<file path="src/rtl/core/glyph_bitmap_to_gray_expander_unit_assert.svh">
// Assertion macros used by the expander RTL.
`ifndef GLYPH_BITMAP_TO_GRAY_EXPANDER_UNIT_ASSERT_SVH
`define GLYPH_BITMAP_TO_GRAY_EXPANDER_UNIT_ASSERT_SVH

// Same-cycle implication, sampled on clk, off during reset.
`define GBG_ASSERT_NOW(name, ante, cons) \
  name: assert property (@(posedge clk) disable iff (!rst_n) (ante) |-> (cons)) \
    else $error("gbg: same-cycle check failed");

// Next-cycle implication, sampled on clk, off during reset.
`define GBG_ASSERT_NEXT(name, ante, cons) \
  name: assert property (@(posedge clk) disable iff (!rst_n) (ante) |=> (cons)) \
    else $error("gbg: next-cycle check failed");

`endif

</file>
<file path="src/rtl/core/gbg_pkg.sv">
package gbg_pkg;

  localparam int MAX_WIDTH = 1023;
  localparam int MAX_ROWS  = 1023;
  localparam int MAX_PITCH = 2047;

  localparam int CFG_IW = 3;
  localparam int CFG_DW = 20;

  localparam logic [CFG_IW-1:0] REG_PIXEL_MODE = 3'd0;
  localparam logic [CFG_IW-1:0] REG_WIDTH      = 3'd1;
  localparam logic [CFG_IW-1:0] REG_ROWS       = 3'd2;
  localparam logic [CFG_IW-1:0] REG_PITCH      = 3'd3;
  localparam logic [CFG_IW-1:0] REG_CAPACITY   = 3'd4;

  localparam logic [1:0] MODE_GRAY = 2'd0;
  localparam logic [1:0] MODE_MONO = 2'd1;

  localparam logic OP_START = 1'b0;
  localparam logic OP_DATA  = 1'b1;

  localparam logic KIND_STATUS = 1'b0;
  localparam logic KIND_PIXEL  = 1'b1;

  typedef enum logic [1:0] {
    ST_OK          = 2'd0,
    ST_INVALID     = 2'd1,
    ST_UNSUPPORTED = 2'd2,
    ST_TOO_SMALL   = 2'd3
  } status_t;

  typedef struct packed {
    status_t      status;
    logic [19:0]  required;
    logic         run_ok;
    logic         mono;
    logic [11:0]  pitch_mag;
    logic [10:0]  row_bytes;
  } start_res_t;

endpackage

</file>
<file path="src/rtl/core/gbg_start_check.sv">
module gbg_start_check (
  input  logic [1:0]          pixel_mode,
  input  logic [9:0]          glyph_width,
  input  logic [9:0]          glyph_rows,
  input  logic signed [11:0]  row_pitch,
  input  logic [19:0]         output_capacity,
  output gbg_pkg::start_res_t res
);
  import gbg_pkg::*;

  logic [19:0] required;
  logic [11:0] mag;
  logic [10:0] row_bytes;
  logic [10:0] width_up;
  logic        bad_arg;

  assign required = 20'(glyph_width) * 20'(glyph_rows);
  assign mag      = row_pitch[11] ? 12'(-row_pitch) : 12'(row_pitch);
  assign width_up = 11'(glyph_width) + 11'd7;
  assign row_bytes = (pixel_mode == MODE_MONO) ? 11'(width_up[10:3]) : 11'(glyph_width);

  assign bad_arg = ((glyph_rows != 10'd0) && (mag < 12'(row_bytes))) ||
                   (32'(glyph_width) > MAX_WIDTH) ||
                   (32'(glyph_rows) > MAX_ROWS) ||
                   (32'(mag) > MAX_PITCH);

  always_comb begin
    res.required  = required;
    res.mono      = (pixel_mode == MODE_MONO);
    res.pitch_mag = mag;
    res.row_bytes = row_bytes;
    res.run_ok    = 1'b0;
    if ((pixel_mode != MODE_GRAY) && (pixel_mode != MODE_MONO)) begin
      res.status = ST_UNSUPPORTED;
    end else if (bad_arg) begin
      res.status = ST_INVALID;
    end else if (required == 20'd0) begin
      res.status = ST_OK;
    end else if (output_capacity < required) begin
      res.status = ST_TOO_SMALL;
    end else begin
      res.status = ST_OK;
      res.run_ok = 1'b1;
    end
  end

endmodule

</file>
<file path="src/rtl/core/glyph_bitmap_to_gray_expander_unit.sv">
// Glyph bitmap expander: a start beat (in_tuser 0) checks the configured glyph and returns
// one status beat carrying width*rows; after an ok start, data beats (in_tuser 1) bring the
// source bytes row by row, |row_pitch| bytes per row, and each used byte becomes one gray
// pixel beat (gray mode) or up to eight 255/0 pixel beats, MSB first (mono mode); padding
// bytes and data beats while idle give no output. Start and gray data beats run at one beat
// per cycle while the output is not stalled; a mono byte stays in the pixel stage until
// all of its pixels, up to eight, are sent, because the single output register sends one
// pixel per cycle. An accepted beat passes through the input register, the pixel stage and
// the output register. Configuration writes are taken at once and apply at the next start.
`include "glyph_bitmap_to_gray_expander_unit_assert.svh"

module glyph_bitmap_to_gray_expander_unit (
  input  logic                        clk,
  input  logic                        rst_n,
  input  logic                        in_tvalid,
  output logic                        in_tready,
  input  logic [7:0]                  in_tdata,   // [7:0] source_byte
  input  logic                        in_tuser,   // [0] operation
  output logic                        out_tvalid,
  input  logic                        out_tready,
  output logic [55:0]                 out_tdata,  // [1:0] status_code, [21:2] required_bytes,
                                                  // [29:22] pixel_value, [49:30] pixel_index
  output logic                        out_tuser,  // [0] result_kind
  output logic                        out_tlast,  // last
  input  logic                        cfg_valid,
  output logic                        cfg_ready,
  input  logic [gbg_pkg::CFG_IW-1:0]  cfg_index,
  input  logic [gbg_pkg::CFG_DW-1:0]  cfg_data
);
  import gbg_pkg::*;

  // configuration
  logic [1:0]         pixel_mode_r;
  logic [9:0]         glyph_width_r;
  logic [9:0]         glyph_rows_r;
  logic signed [11:0] row_pitch_r;
  logic [19:0]        output_capacity_r;

  // input stage
  logic       in_vld_r;
  logic       in_op_r;
  logic [7:0] in_byte_r;

  // run state
  logic        busy_r, busy_nxt;
  logic [9:0]  cur_row_r, cur_row_nxt;
  logic [10:0] bir_r, bir_nxt;
  logic [19:0] next_pix_r, next_pix_nxt;
  logic        run_mono_r;
  logic [9:0]  run_width_r;
  logic [9:0]  run_rows_r;
  logic [11:0] run_mag_r;
  logic [10:0] run_row_bytes_r;

  // pixel stage
  logic        pend_kind_r, pend_kind_nxt;
  status_t     pend_status_r, pend_status_nxt;
  logic [19:0] pend_req_r, pend_req_nxt;
  logic [7:0]  pend_bits_r, pend_bits_nxt;
  logic        pend_mono_r, pend_mono_nxt;
  logic [19:0] pend_idx_r, pend_idx_nxt;
  logic [3:0]  pend_cnt_r, pend_cnt_nxt;

  // output stage
  logic        out_vld_r;
  logic        out_kind_r;
  status_t     out_status_r;
  logic [19:0] out_req_r;
  logic [7:0]  out_val_r;
  logic [19:0] out_idx_r;
  logic        out_last_r;

  start_res_t  chk;
  logic        out_load, emit, take;
  logic [11:0] bir_inc;
  logic [10:0] row_inc;
  logic [13:0] col, rem;
  logic [3:0]  mono_n;

  gbg_start_check u_check (
    .pixel_mode      (pixel_mode_r),
    .glyph_width     (glyph_width_r),
    .glyph_rows      (glyph_rows_r),
    .row_pitch       (row_pitch_r),
    .output_capacity (output_capacity_r),
    .res             (chk)
  );

  assign cfg_ready = 1'b1;

  always_ff @(posedge clk) begin
    if (!rst_n) begin
      pixel_mode_r      <= MODE_GRAY;
      glyph_width_r     <= '0;
      glyph_rows_r      <= '0;
      row_pitch_r       <= '0;
      output_capacity_r <= '0;
    end else if (cfg_valid) begin
      case (cfg_index)
        REG_PIXEL_MODE: pixel_mode_r      <= cfg_data[1:0];
        REG_WIDTH:      glyph_width_r     <= cfg_data[9:0];
        REG_ROWS:       glyph_rows_r      <= cfg_data[9:0];
        REG_PITCH:      row_pitch_r       <= cfg_data[11:0];
        REG_CAPACITY:   output_capacity_r <= cfg_data[19:0];
        default: ;
      endcase
    end
  end

  assign out_load  = !out_vld_r || out_tready;
  assign emit      = (pend_cnt_r != 4'd0) && out_load;
  assign take      = in_vld_r && ((pend_cnt_r == 4'd0) || ((pend_cnt_r == 4'd1) && out_load));
  assign in_tready = !in_vld_r || take;

  always_ff @(posedge clk) begin
    if (!rst_n) begin
      in_vld_r <= 1'b0;
    end else if (in_tready) begin
      in_vld_r <= in_tvalid;
    end
  end

  always_ff @(posedge clk) begin
    if (in_tready && in_tvalid) begin
      in_op_r   <= in_tuser;
      in_byte_r <= in_tdata;
    end
  end

  assign bir_inc = 12'(bir_r) + 12'd1;
  assign row_inc = 11'(cur_row_r) + 11'd1;
  assign col     = {bir_r, 3'b000};
  assign rem     = 14'(run_width_r) - col;
  assign mono_n  = (rem >= 14'd8) ? 4'd8 : rem[3:0];

  always_comb begin
    busy_nxt        = busy_r;
    cur_row_nxt     = cur_row_r;
    bir_nxt         = bir_r;
    next_pix_nxt    = next_pix_r;
    pend_kind_nxt   = pend_kind_r;
    pend_status_nxt = pend_status_r;
    pend_req_nxt    = pend_req_r;
    pend_bits_nxt   = pend_bits_r;
    pend_mono_nxt   = pend_mono_r;
    pend_idx_nxt    = pend_idx_r;
    pend_cnt_nxt    = pend_cnt_r;
    if (emit) begin
      pend_cnt_nxt  = pend_cnt_r - 4'd1;
      pend_bits_nxt = {pend_bits_r[6:0], 1'b0};
      pend_idx_nxt  = pend_idx_r + 20'd1;
    end
    if (take) begin
      pend_cnt_nxt = 4'd0;
      if (in_op_r == OP_START) begin
        busy_nxt        = chk.run_ok;
        pend_kind_nxt   = KIND_STATUS;
        pend_status_nxt = chk.status;
        pend_req_nxt    = chk.required;
        pend_cnt_nxt    = 4'd1;
        if (chk.run_ok) begin
          cur_row_nxt  = '0;
          bir_nxt      = '0;
          next_pix_nxt = '0;
        end
      end else if (busy_r) begin
        pend_kind_nxt = KIND_PIXEL;
        pend_bits_nxt = in_byte_r;
        pend_mono_nxt = run_mono_r;
        pend_idx_nxt  = next_pix_r;
        if (bir_r < run_row_bytes_r) begin
          if (run_mono_r) begin
            pend_cnt_nxt = mono_n;
            next_pix_nxt = next_pix_r + 20'(mono_n);
          end else begin
            pend_cnt_nxt = 4'd1;
            next_pix_nxt = next_pix_r + 20'd1;
          end
        end
        if (bir_inc >= run_mag_r) begin
          bir_nxt = '0;
          if (row_inc >= 11'(run_rows_r)) begin
            busy_nxt    = 1'b0;
            cur_row_nxt = '0;
          end else begin
            cur_row_nxt = row_inc[9:0];
          end
        end else begin
          bir_nxt = bir_inc[10:0];
        end
      end
    end
  end

  always_ff @(posedge clk) begin
    if (!rst_n) begin
      busy_r     <= 1'b0;
      cur_row_r  <= '0;
      bir_r      <= '0;
      next_pix_r <= '0;
      pend_cnt_r <= '0;
    end else begin
      busy_r     <= busy_nxt;
      cur_row_r  <= cur_row_nxt;
      bir_r      <= bir_nxt;
      next_pix_r <= next_pix_nxt;
      pend_cnt_r <= pend_cnt_nxt;
    end
  end

  always_ff @(posedge clk) begin
    pend_kind_r   <= pend_kind_nxt;
    pend_status_r <= pend_status_nxt;
    pend_req_r    <= pend_req_nxt;
    pend_bits_r   <= pend_bits_nxt;
    pend_mono_r   <= pend_mono_nxt;
    pend_idx_r    <= pend_idx_nxt;
    if (take && (in_op_r == OP_START) && chk.run_ok) begin
      run_mono_r      <= chk.mono;
      run_width_r     <= glyph_width_r;
      run_rows_r      <= glyph_rows_r;
      run_mag_r       <= chk.pitch_mag;
      run_row_bytes_r <= chk.row_bytes;
    end
  end

  always_ff @(posedge clk) begin
    if (!rst_n) begin
      out_vld_r <= 1'b0;
    end else if (emit) begin
      out_vld_r <= 1'b1;
    end else if (out_tready) begin
      out_vld_r <= 1'b0;
    end
  end

  always_ff @(posedge clk) begin
    if (emit) begin
      out_kind_r <= pend_kind_r;
      out_last_r <= (pend_cnt_r == 4'd1);
      if (pend_kind_r == KIND_STATUS) begin
        out_status_r <= pend_status_r;
        out_req_r    <= pend_req_r;
        out_val_r    <= '0;
        out_idx_r    <= '0;
      end else begin
        out_status_r <= ST_OK;
        out_req_r    <= '0;
        out_val_r    <= pend_mono_r ? {8{pend_bits_r[7]}} : pend_bits_r;
        out_idx_r    <= pend_idx_r;
      end
    end
  end

  assign out_tvalid = out_vld_r;
  assign out_tuser  = out_kind_r;
  assign out_tlast  = out_last_r;
  assign out_tdata  = {6'b000000, out_idx_r, out_val_r, out_req_r, out_status_r};

  `GBG_ASSERT_NOW(a_cnt_range, 1'b1, pend_cnt_r <= 4'd8)
  `GBG_ASSERT_NOW(a_status_last, out_vld_r && (out_kind_r == KIND_STATUS), out_last_r)
  `GBG_ASSERT_NOW(a_busy_pos, busy_r, (bir_r < 11'(run_mag_r)) || (run_mag_r[11] == 1'b1))
  `GBG_ASSERT_NEXT(a_drain, emit && (pend_cnt_r == 4'd1) && !take, pend_cnt_r == 4'd0)

endmodule

</file>
<file path="config.mk">
export PLATFORM = sky130hd
export DESIGN_NAME = glyph_bitmap_to_gray_expander_unit
export DESIGN_NICKNAME = d
export VERILOG_FILES = /design/src/rtl/core/gbg_pkg.sv /design/src/rtl/core/gbg_start_check.sv /design/src/rtl/core/glyph_bitmap_to_gray_expander_unit.sv
export VERILOG_INCLUDE_DIRS = /design/src /design/src/rtl/core
export SDC_FILE = /design/constraint.sdc
export NUM_CORES = 1
export LEC_CHECK = 0
export BUFFER_PORTS_ARGS = -buffer_cell sky130_fd_sc_hd__clkbuf_2
export CAP_MARGIN = 20
export CELL_PAD_IN_SITES_DETAIL_PLACEMENT = 1
export CELL_PAD_IN_SITES_GLOBAL_PLACEMENT = 1
export CORE_MARGIN = 5
export CORE_UTILIZATION = 40
export CTS_BUF_LIST = sky130_fd_sc_hd__clkbuf_4
export DETAILED_ROUTE_END_ITERATION = 8
export PLACE_DENSITY = 0.68
export SLEW_MARGIN = 20
export SYNTH_ARGS = -nofsm -noshare
export SYNTH_HDL_FRONTEND = slang
export SYNTH_SLANG_ARGS = --single-unit
</file>
<file path="constraint.sdc">
create_clock -name clk -period 7 [get_ports clk]
set_input_delay 0.7 -clock clk [delete_from_list [all_inputs] [get_ports clk]]
set_output_delay 0.7 -clock clk [all_outputs]
set_load 0.03 [all_outputs]
</file>
==> impl_results.html <==
<table>
<tr><th>Metric</th><th>Value</th></tr>
<tr><th colspan="2">Run status</th></tr>
<tr><td>Status</td><td>finished clean</td></tr>
<tr><th colspan="2">Global route</th></tr>
<tr><td>Maximum number of pins on one net before global-route repair</td><td>70</td></tr>
<tr><td>Global-route wire length before repair</td><td>68440 um</td></tr>
<tr><td>Final global-route overflow total</td><td>0</td></tr>
<tr><td>Global Route Usage Sum</td><td>19.01%</td></tr>
<tr><td>Via count of the first global-routing pass</td><td>13550</td></tr>
<tr><td>Antenna violations before repair</td><td>2</td></tr>
<tr><th colspan="2">Setup path</th></tr>
<tr><td>Sort of element at the start of the critical path</td><td>flop</td></tr>
<tr><td>Critical register-to-register path startpoint</td><td>glyph_width_r[6]</td></tr>
<tr><td>CP required</td><td>7.69 ns</td></tr>
<tr><td>Reg-to-Reg End</td><td>next_pix_r[10]</td></tr>
<tr><td>R2R setup slack</td><td>0.16 ns</td></tr>
<tr><td>Delay contributed by the slowest stage of the critical path</td><td>0.54 ns</td></tr>
<tr><td>CP most frequent cell</td><td>fa_1</td></tr>
<tr><td>Arrival time reported for the critical path endpoint</td><td>7.54 ns</td></tr>
<tr><td>Reg2Reg Depth</td><td>30</td></tr>
<tr><td>Critical path's slowest cell</td><td>fa_1</td></tr>
<tr><td>Critical Path Start</td><td>glyph_width_r[6]</td></tr>
<tr><td>Crit Path Category</td><td>flop to flop</td></tr>
<tr><td>Category of the worst setup path capture point</td><td>flop</td></tr>
<tr><td>Highest fanout seen on the critical path</td><td>8</td></tr>
<tr><td>Critical path endpoint</td><td>next_pix_r[10]</td></tr>
<tr><th colspan="2">Timing</th></tr>
<tr><td>Rel. slew slack</td><td>36.35%</td></tr>
<tr><td>Setup violators final</td><td>0</td></tr>
<tr><td>Unrepaired setup endpoints after global routing</td><td>true</td></tr>
<tr><td>F_max</td><td>146.1 MHz</td></tr>
<tr><td>Post-route minimum period</td><td>6.843 ns</td></tr>
<tr><td>Total count of hold-check failures in the final report</td><td>0</td></tr>
<tr><td>Final Cycle Share</td><td>97.76%</td></tr>
<tr><td>Smallest hold slack</td><td>0.1177 ns</td></tr>
<tr><td>Worst-margin pin slew</td><td>0.9521 ns</td></tr>
<tr><td>Fin. max-slew vios</td><td>0</td></tr>
<tr><td>Worst Skew</td><td>0.05044 ns</td></tr>
<tr><th colspan="2">Logic synthesis</th></tr>
<tr><td>Warning count from the yosys run</td><td>0</td></tr>
<tr><td>Post-synth EDFFs</td><td>128</td></tr>
<tr><td>Mapped cell area</td><td>15940 um2</td></tr>
<tr><td>Sequential-to-total area share from yosys stat</td><td>40.45%</td></tr>
<tr><td>Synth Register Bits</td><td>258</td></tr>
<tr><td>Post-synth top flop</td><td>dfxtp_1</td></tr>
<tr><td>Proportion of synthesized flip-flops having asynchronous set or reset</td><td>0%</td></tr>
<tr><td>Synthesized instance count</td><td>1682</td></tr>
<tr><td>Average footprint of a synthesized cell</td><td>9.475 um2</td></tr>
<tr><td>Count of different cell masters after synthesis</td><td>72</td></tr>
<tr><th colspan="2">Placement</th></tr>
<tr><td>Detailed placement HPWL</td><td>31440 um</td></tr>
<tr><td>Number of buffer cells added on primary ports</td><td>90</td></tr>
<tr><td>Placed Cells incl. Taps</td><td>2278</td></tr>
<tr><td>Final weighted congestion in routability-driven placement</td><td>0.8559</td></tr>
<tr><th colspan="2">Route</th></tr>
<tr><td>Number of DRC violations after detailed-routing iteration 0</td><td>448</td></tr>
<tr><td>Sum of routed wire length over all layers</td><td>42740 um</td></tr>
<tr><td>Vias per Instance</td><td>5.119</td></tr>
<tr><td>Length of the first detailed-routing pass in iterations</td><td>5</td></tr>
<tr><td>Number of remaining DRC errors</td><td>0</td></tr>
<tr><td>Metal2 WL</td><td>21580 um</td></tr>
<tr><td>Antenna Violating Nets Remaining</td><td>0</td></tr>
<tr><td>Average wire per standard cell</td><td>17.52 um</td></tr>
<tr><td>Total number of vias</td><td>12490</td></tr>
<tr><td>Detailed route wirelength on metal3</td><td>1353 um</td></tr>
<tr><td>Uppermost routed layer</td><td>met4</td></tr>
<tr><td>Post-route met1 wirelength</td><td>18990 um</td></tr>
<tr><th colspan="2">Final layout</th></tr>
<tr><td>Final non-filler cell total</td><td>2440</td></tr>
<tr><td>Final-stage net count</td><td>2085</td></tr>
<tr><td>Layout filler cell count</td><td>4539</td></tr>
<tr><td>Share of post-route cells with drive strength above 1</td><td>20.28%</td></tr>
<tr><td>Util after Layout</td><td>47.41%</td></tr>
<tr><td>Area growth syn-to-layout</td><td>17.65%</td></tr>
<tr><th colspan="2">Floorplan</th></tr>
<tr><td>Full die area</td><td>43930 um2</td></tr>
<tr><td>X dimension of the die</td><td>209.6 um</td></tr>
<tr><td>Initial Util</td><td>40.30%</td></tr>
<tr><td>Core area</td><td>39550 um2</td></tr>
<tr><td>Row cnt</td><td>73</td></tr>
<tr><td>Boundary Pins</td><td>98</td></tr>
<tr><td>Die span in y</td><td>209.6 um</td></tr>
<tr><th colspan="2">Clock tree</th></tr>
<tr><td>Clock insertion delay at the later pin of the skew report</td><td>0.76 ns</td></tr>
<tr><td>Clock root buffer</td><td>clkbuf_4</td></tr>
<tr><td>Max Buffers Root-to-Sink</td><td>3</td></tr>
<tr><td>Number of levels the H-tree was split into</td><td>3</td></tr>
<tr><td>Clock-pin slew reported for the worst setup and hold paths after clock tree synthesis</td><td>0.08 ns</td></tr>
<tr><td>Num CTS Buffers</td><td>75</td></tr>
<tr><td>Sinks on the clock net</td><td>258</td></tr>
<tr><td>Hold-fix buffers at CTS</td><td>0</td></tr>
<tr><td>CTS tree</td><td>built</td></tr>
<tr><th colspan="2">Run</th></tr>
<tr><td>Reported max-cap violation count</td><td>0</td></tr>
<tr><th colspan="2">Power</th></tr>
<tr><td>Highest ir drop seen on vdd</td><td>0.1930 mV</td></tr>
<tr><td>LEAKAGE</td><td>8.401 nW</td></tr>
<tr><td>Power per cell area</td><td>235.1 nW/um2</td></tr>
<tr><td>Power Total</td><td>0.004408 W</td></tr>
<tr><th colspan="2">Hold path</th></tr>
<tr><td>Class of the tightest hold or removal check</td><td>input port to flop</td></tr>
</table>
-- cells by family after synthesis --
family                     count (synthesis)  share of synthesized area, %
and+or+nand+nor                          595                         18.65
AOI/OAI and AO/OA                        320                         12.33
DFF                                      258                         40.45
buffers and inverters                    237                         5.982
adders and majority gates                195                         18.32
xor gates and xnor gates                  64                         3.517
muxes                                     11                        0.6988
other                                      2                       0.04712
-- final cells by class --
| class | count | area, um2 | share of cell area, % |
|---|---|---|---|
| inverters | 152 | 570.5 | 3.043 |
| multi-input cells | 1192 | 8836 | 47.13 |
| clock buffers | 116 | 870.8 | 4.645 |
| clock inverters | 21 | 122.6 | 0.6540 |
| repair buffers | 174 | 1217 | 6.493 |
| flip-flops and latches | 258 | 6470 | 34.51 |
| well taps | 525 | 656.9 | 3.504 |
| diodes | 2 | 5.005 | 0.02669 |
-- synthesized netlist by cell type, drive strengths merged, types with 2 or more instances --
master  count  area [um2]
or2         5       31.28
dfxtp     130        2603
or4         5       37.54
or3        18       112.6
buf        20       138.9
o21ai      66       352.8
a31oi      16       100.1
nor4        5       31.28
xor2       26       227.7
a211oi      5       37.54
o21a        8       60.06
a22o        3       26.28
nand2b     29       188.9
o31ai       6       58.81
a21oi     151       800.8
a211o       4       35.03
xnor2      38       332.8
edfxtp    128        3844
clkbuf     65       244.0
and3       19       118.9
inv       151       566.8
nor3       19       95.09
nand4      20       125.1
o311ai      2       17.52
o31a        3       26.28
a311oi      2       17.52
nor2b      36       225.2
mux2i      10       100.1
and2       98       615.6
nand3      40       200.2
nand2     213       799.5
nor2       76       285.3
o21bai      4       30.03
nor3b       2       15.01
a21boi     10       86.33
nand3b      2       15.01
conb        2       7.510
o211ai      6       45.04
nor4b       2       23.77
fa         64        1281
a21o       23       172.7
ha        131        1639
and4        3       26.28
o22ai       2       12.51
-- layer usage --
| layer | global-route usage (%) | vias up |
|---|---|---|
| met4 | 5.761 | 0 |
| met1 | 23.71 | 6130 |
| li1 | - | 6104 |
| met2 | 33.49 | 194 |
| met5 | 0 | - |
| met3 | 3.587 | 63 |
-- layout by cell type (no fill, tap or decap), types with 10 or more instances in the layout --
cell	count
dfxtp_1	117
fa_1	63
o21ai_0	52
xnor2_1	35
nor2_1	74
a21o_1	23
nor2b_1	36
buf_4	71
edfxtp_1	128
nor3_1	17
xor2_1	25
inv_1	145
nand4_1	20
and3_1	18
mux2i_1	10
ha_1	122
dfxtp_2	10
nand2_1	209
or3_1	13
clkinv_1	16
clkbuf_2	90
a21oi_1	132
a31oi_1	15
and2_1	96
nand3_1	39
clkbuf_4	116
nand2b_1	28
a21oi_2	19
-- registers in the layout (all words and copies together) (netlist names), 2 cells and up --
name	flops
pend_req_r	20
pend_cnt_r	4
next_pix_r	20
cur_row_r	10
pend_idx_r	20
out_val_r	8
out_req_r	20
glyph_rows_r	10
out_status_r	2
run_mag_r	12
run_width_r	10
pend_status_r	2
out_idx_r	20
output_capacity_r	20
run_rows_r	10
glyph_width_r	10
run_row_bytes_r	10
row_pitch_r	12
pixel_mode_r	2
bir_r	11
in_byte_r	8
pend_bits_r	8
-- worst max-delay path, delay by kind of cell, from the launching register on --
family | cells | cell delay (ns)
compound gates | 8 | 1.18
flops | 1 | 0.38
simple gates | 8 | 1.35
buf+inv | 6 | 0.60
fa+ha+maj | 7 | 3.18
xor+xnor | 1 | 0.11
-- worst min-delay path by stage --
stage	endpoint	slack [ns]	startpoint	cells after the start
after floorplan	run_width_r[3]	0.41	glyph_width_r[3]	0
after global placement	pend_bits_r[0]	0.43	in_byte_r[0]	2
after detailed placement	pend_bits_r[0]	0.45	in_byte_r[0]	2
after CTS	in_op_r	0.02	in_tuser	1
after global routing	in_op_r	0.04	in_tuser	1
final	in_op_r	0.12	in_tuser	1
-- timing repair --
item	4_1_cts	5_1_grt
setup buffers	0	18
gates resized for setup	7	57
pin swaps	0	53
endpoints found under the setup margin	3	85
cloned	0	5
hold endpoints to repair	0	0
-- through the flow --
step           worst slack [ns]  area [um2]  setup TNS, ns
2_1_floorplan          0.006557       16070              0
5_1_grt                 -0.1307       18750         -3.291
4_1_cts                0.004635       18270              0
6_report                 0.1566       18750              0
3_5_place_dp            -0.1471       17250        -0.3563
3_3_place_gp             0.1091       17250              0
-- report_power, final --
part / switching (W) / total, W / internal [W] / leakage, nW
Combinational: 0.000698 / 0.000972 / 0.000274 / 5.51
Sequential: 0.0000976 / 0.00197 / 0.00187 / 2.31
Clock: 0.000674 / 0.00147 / 0.000793 / 0.580
Total: 0.00147 / 0.00441 / 0.00294 / 8.40
(Power assumes the default switching activity.)
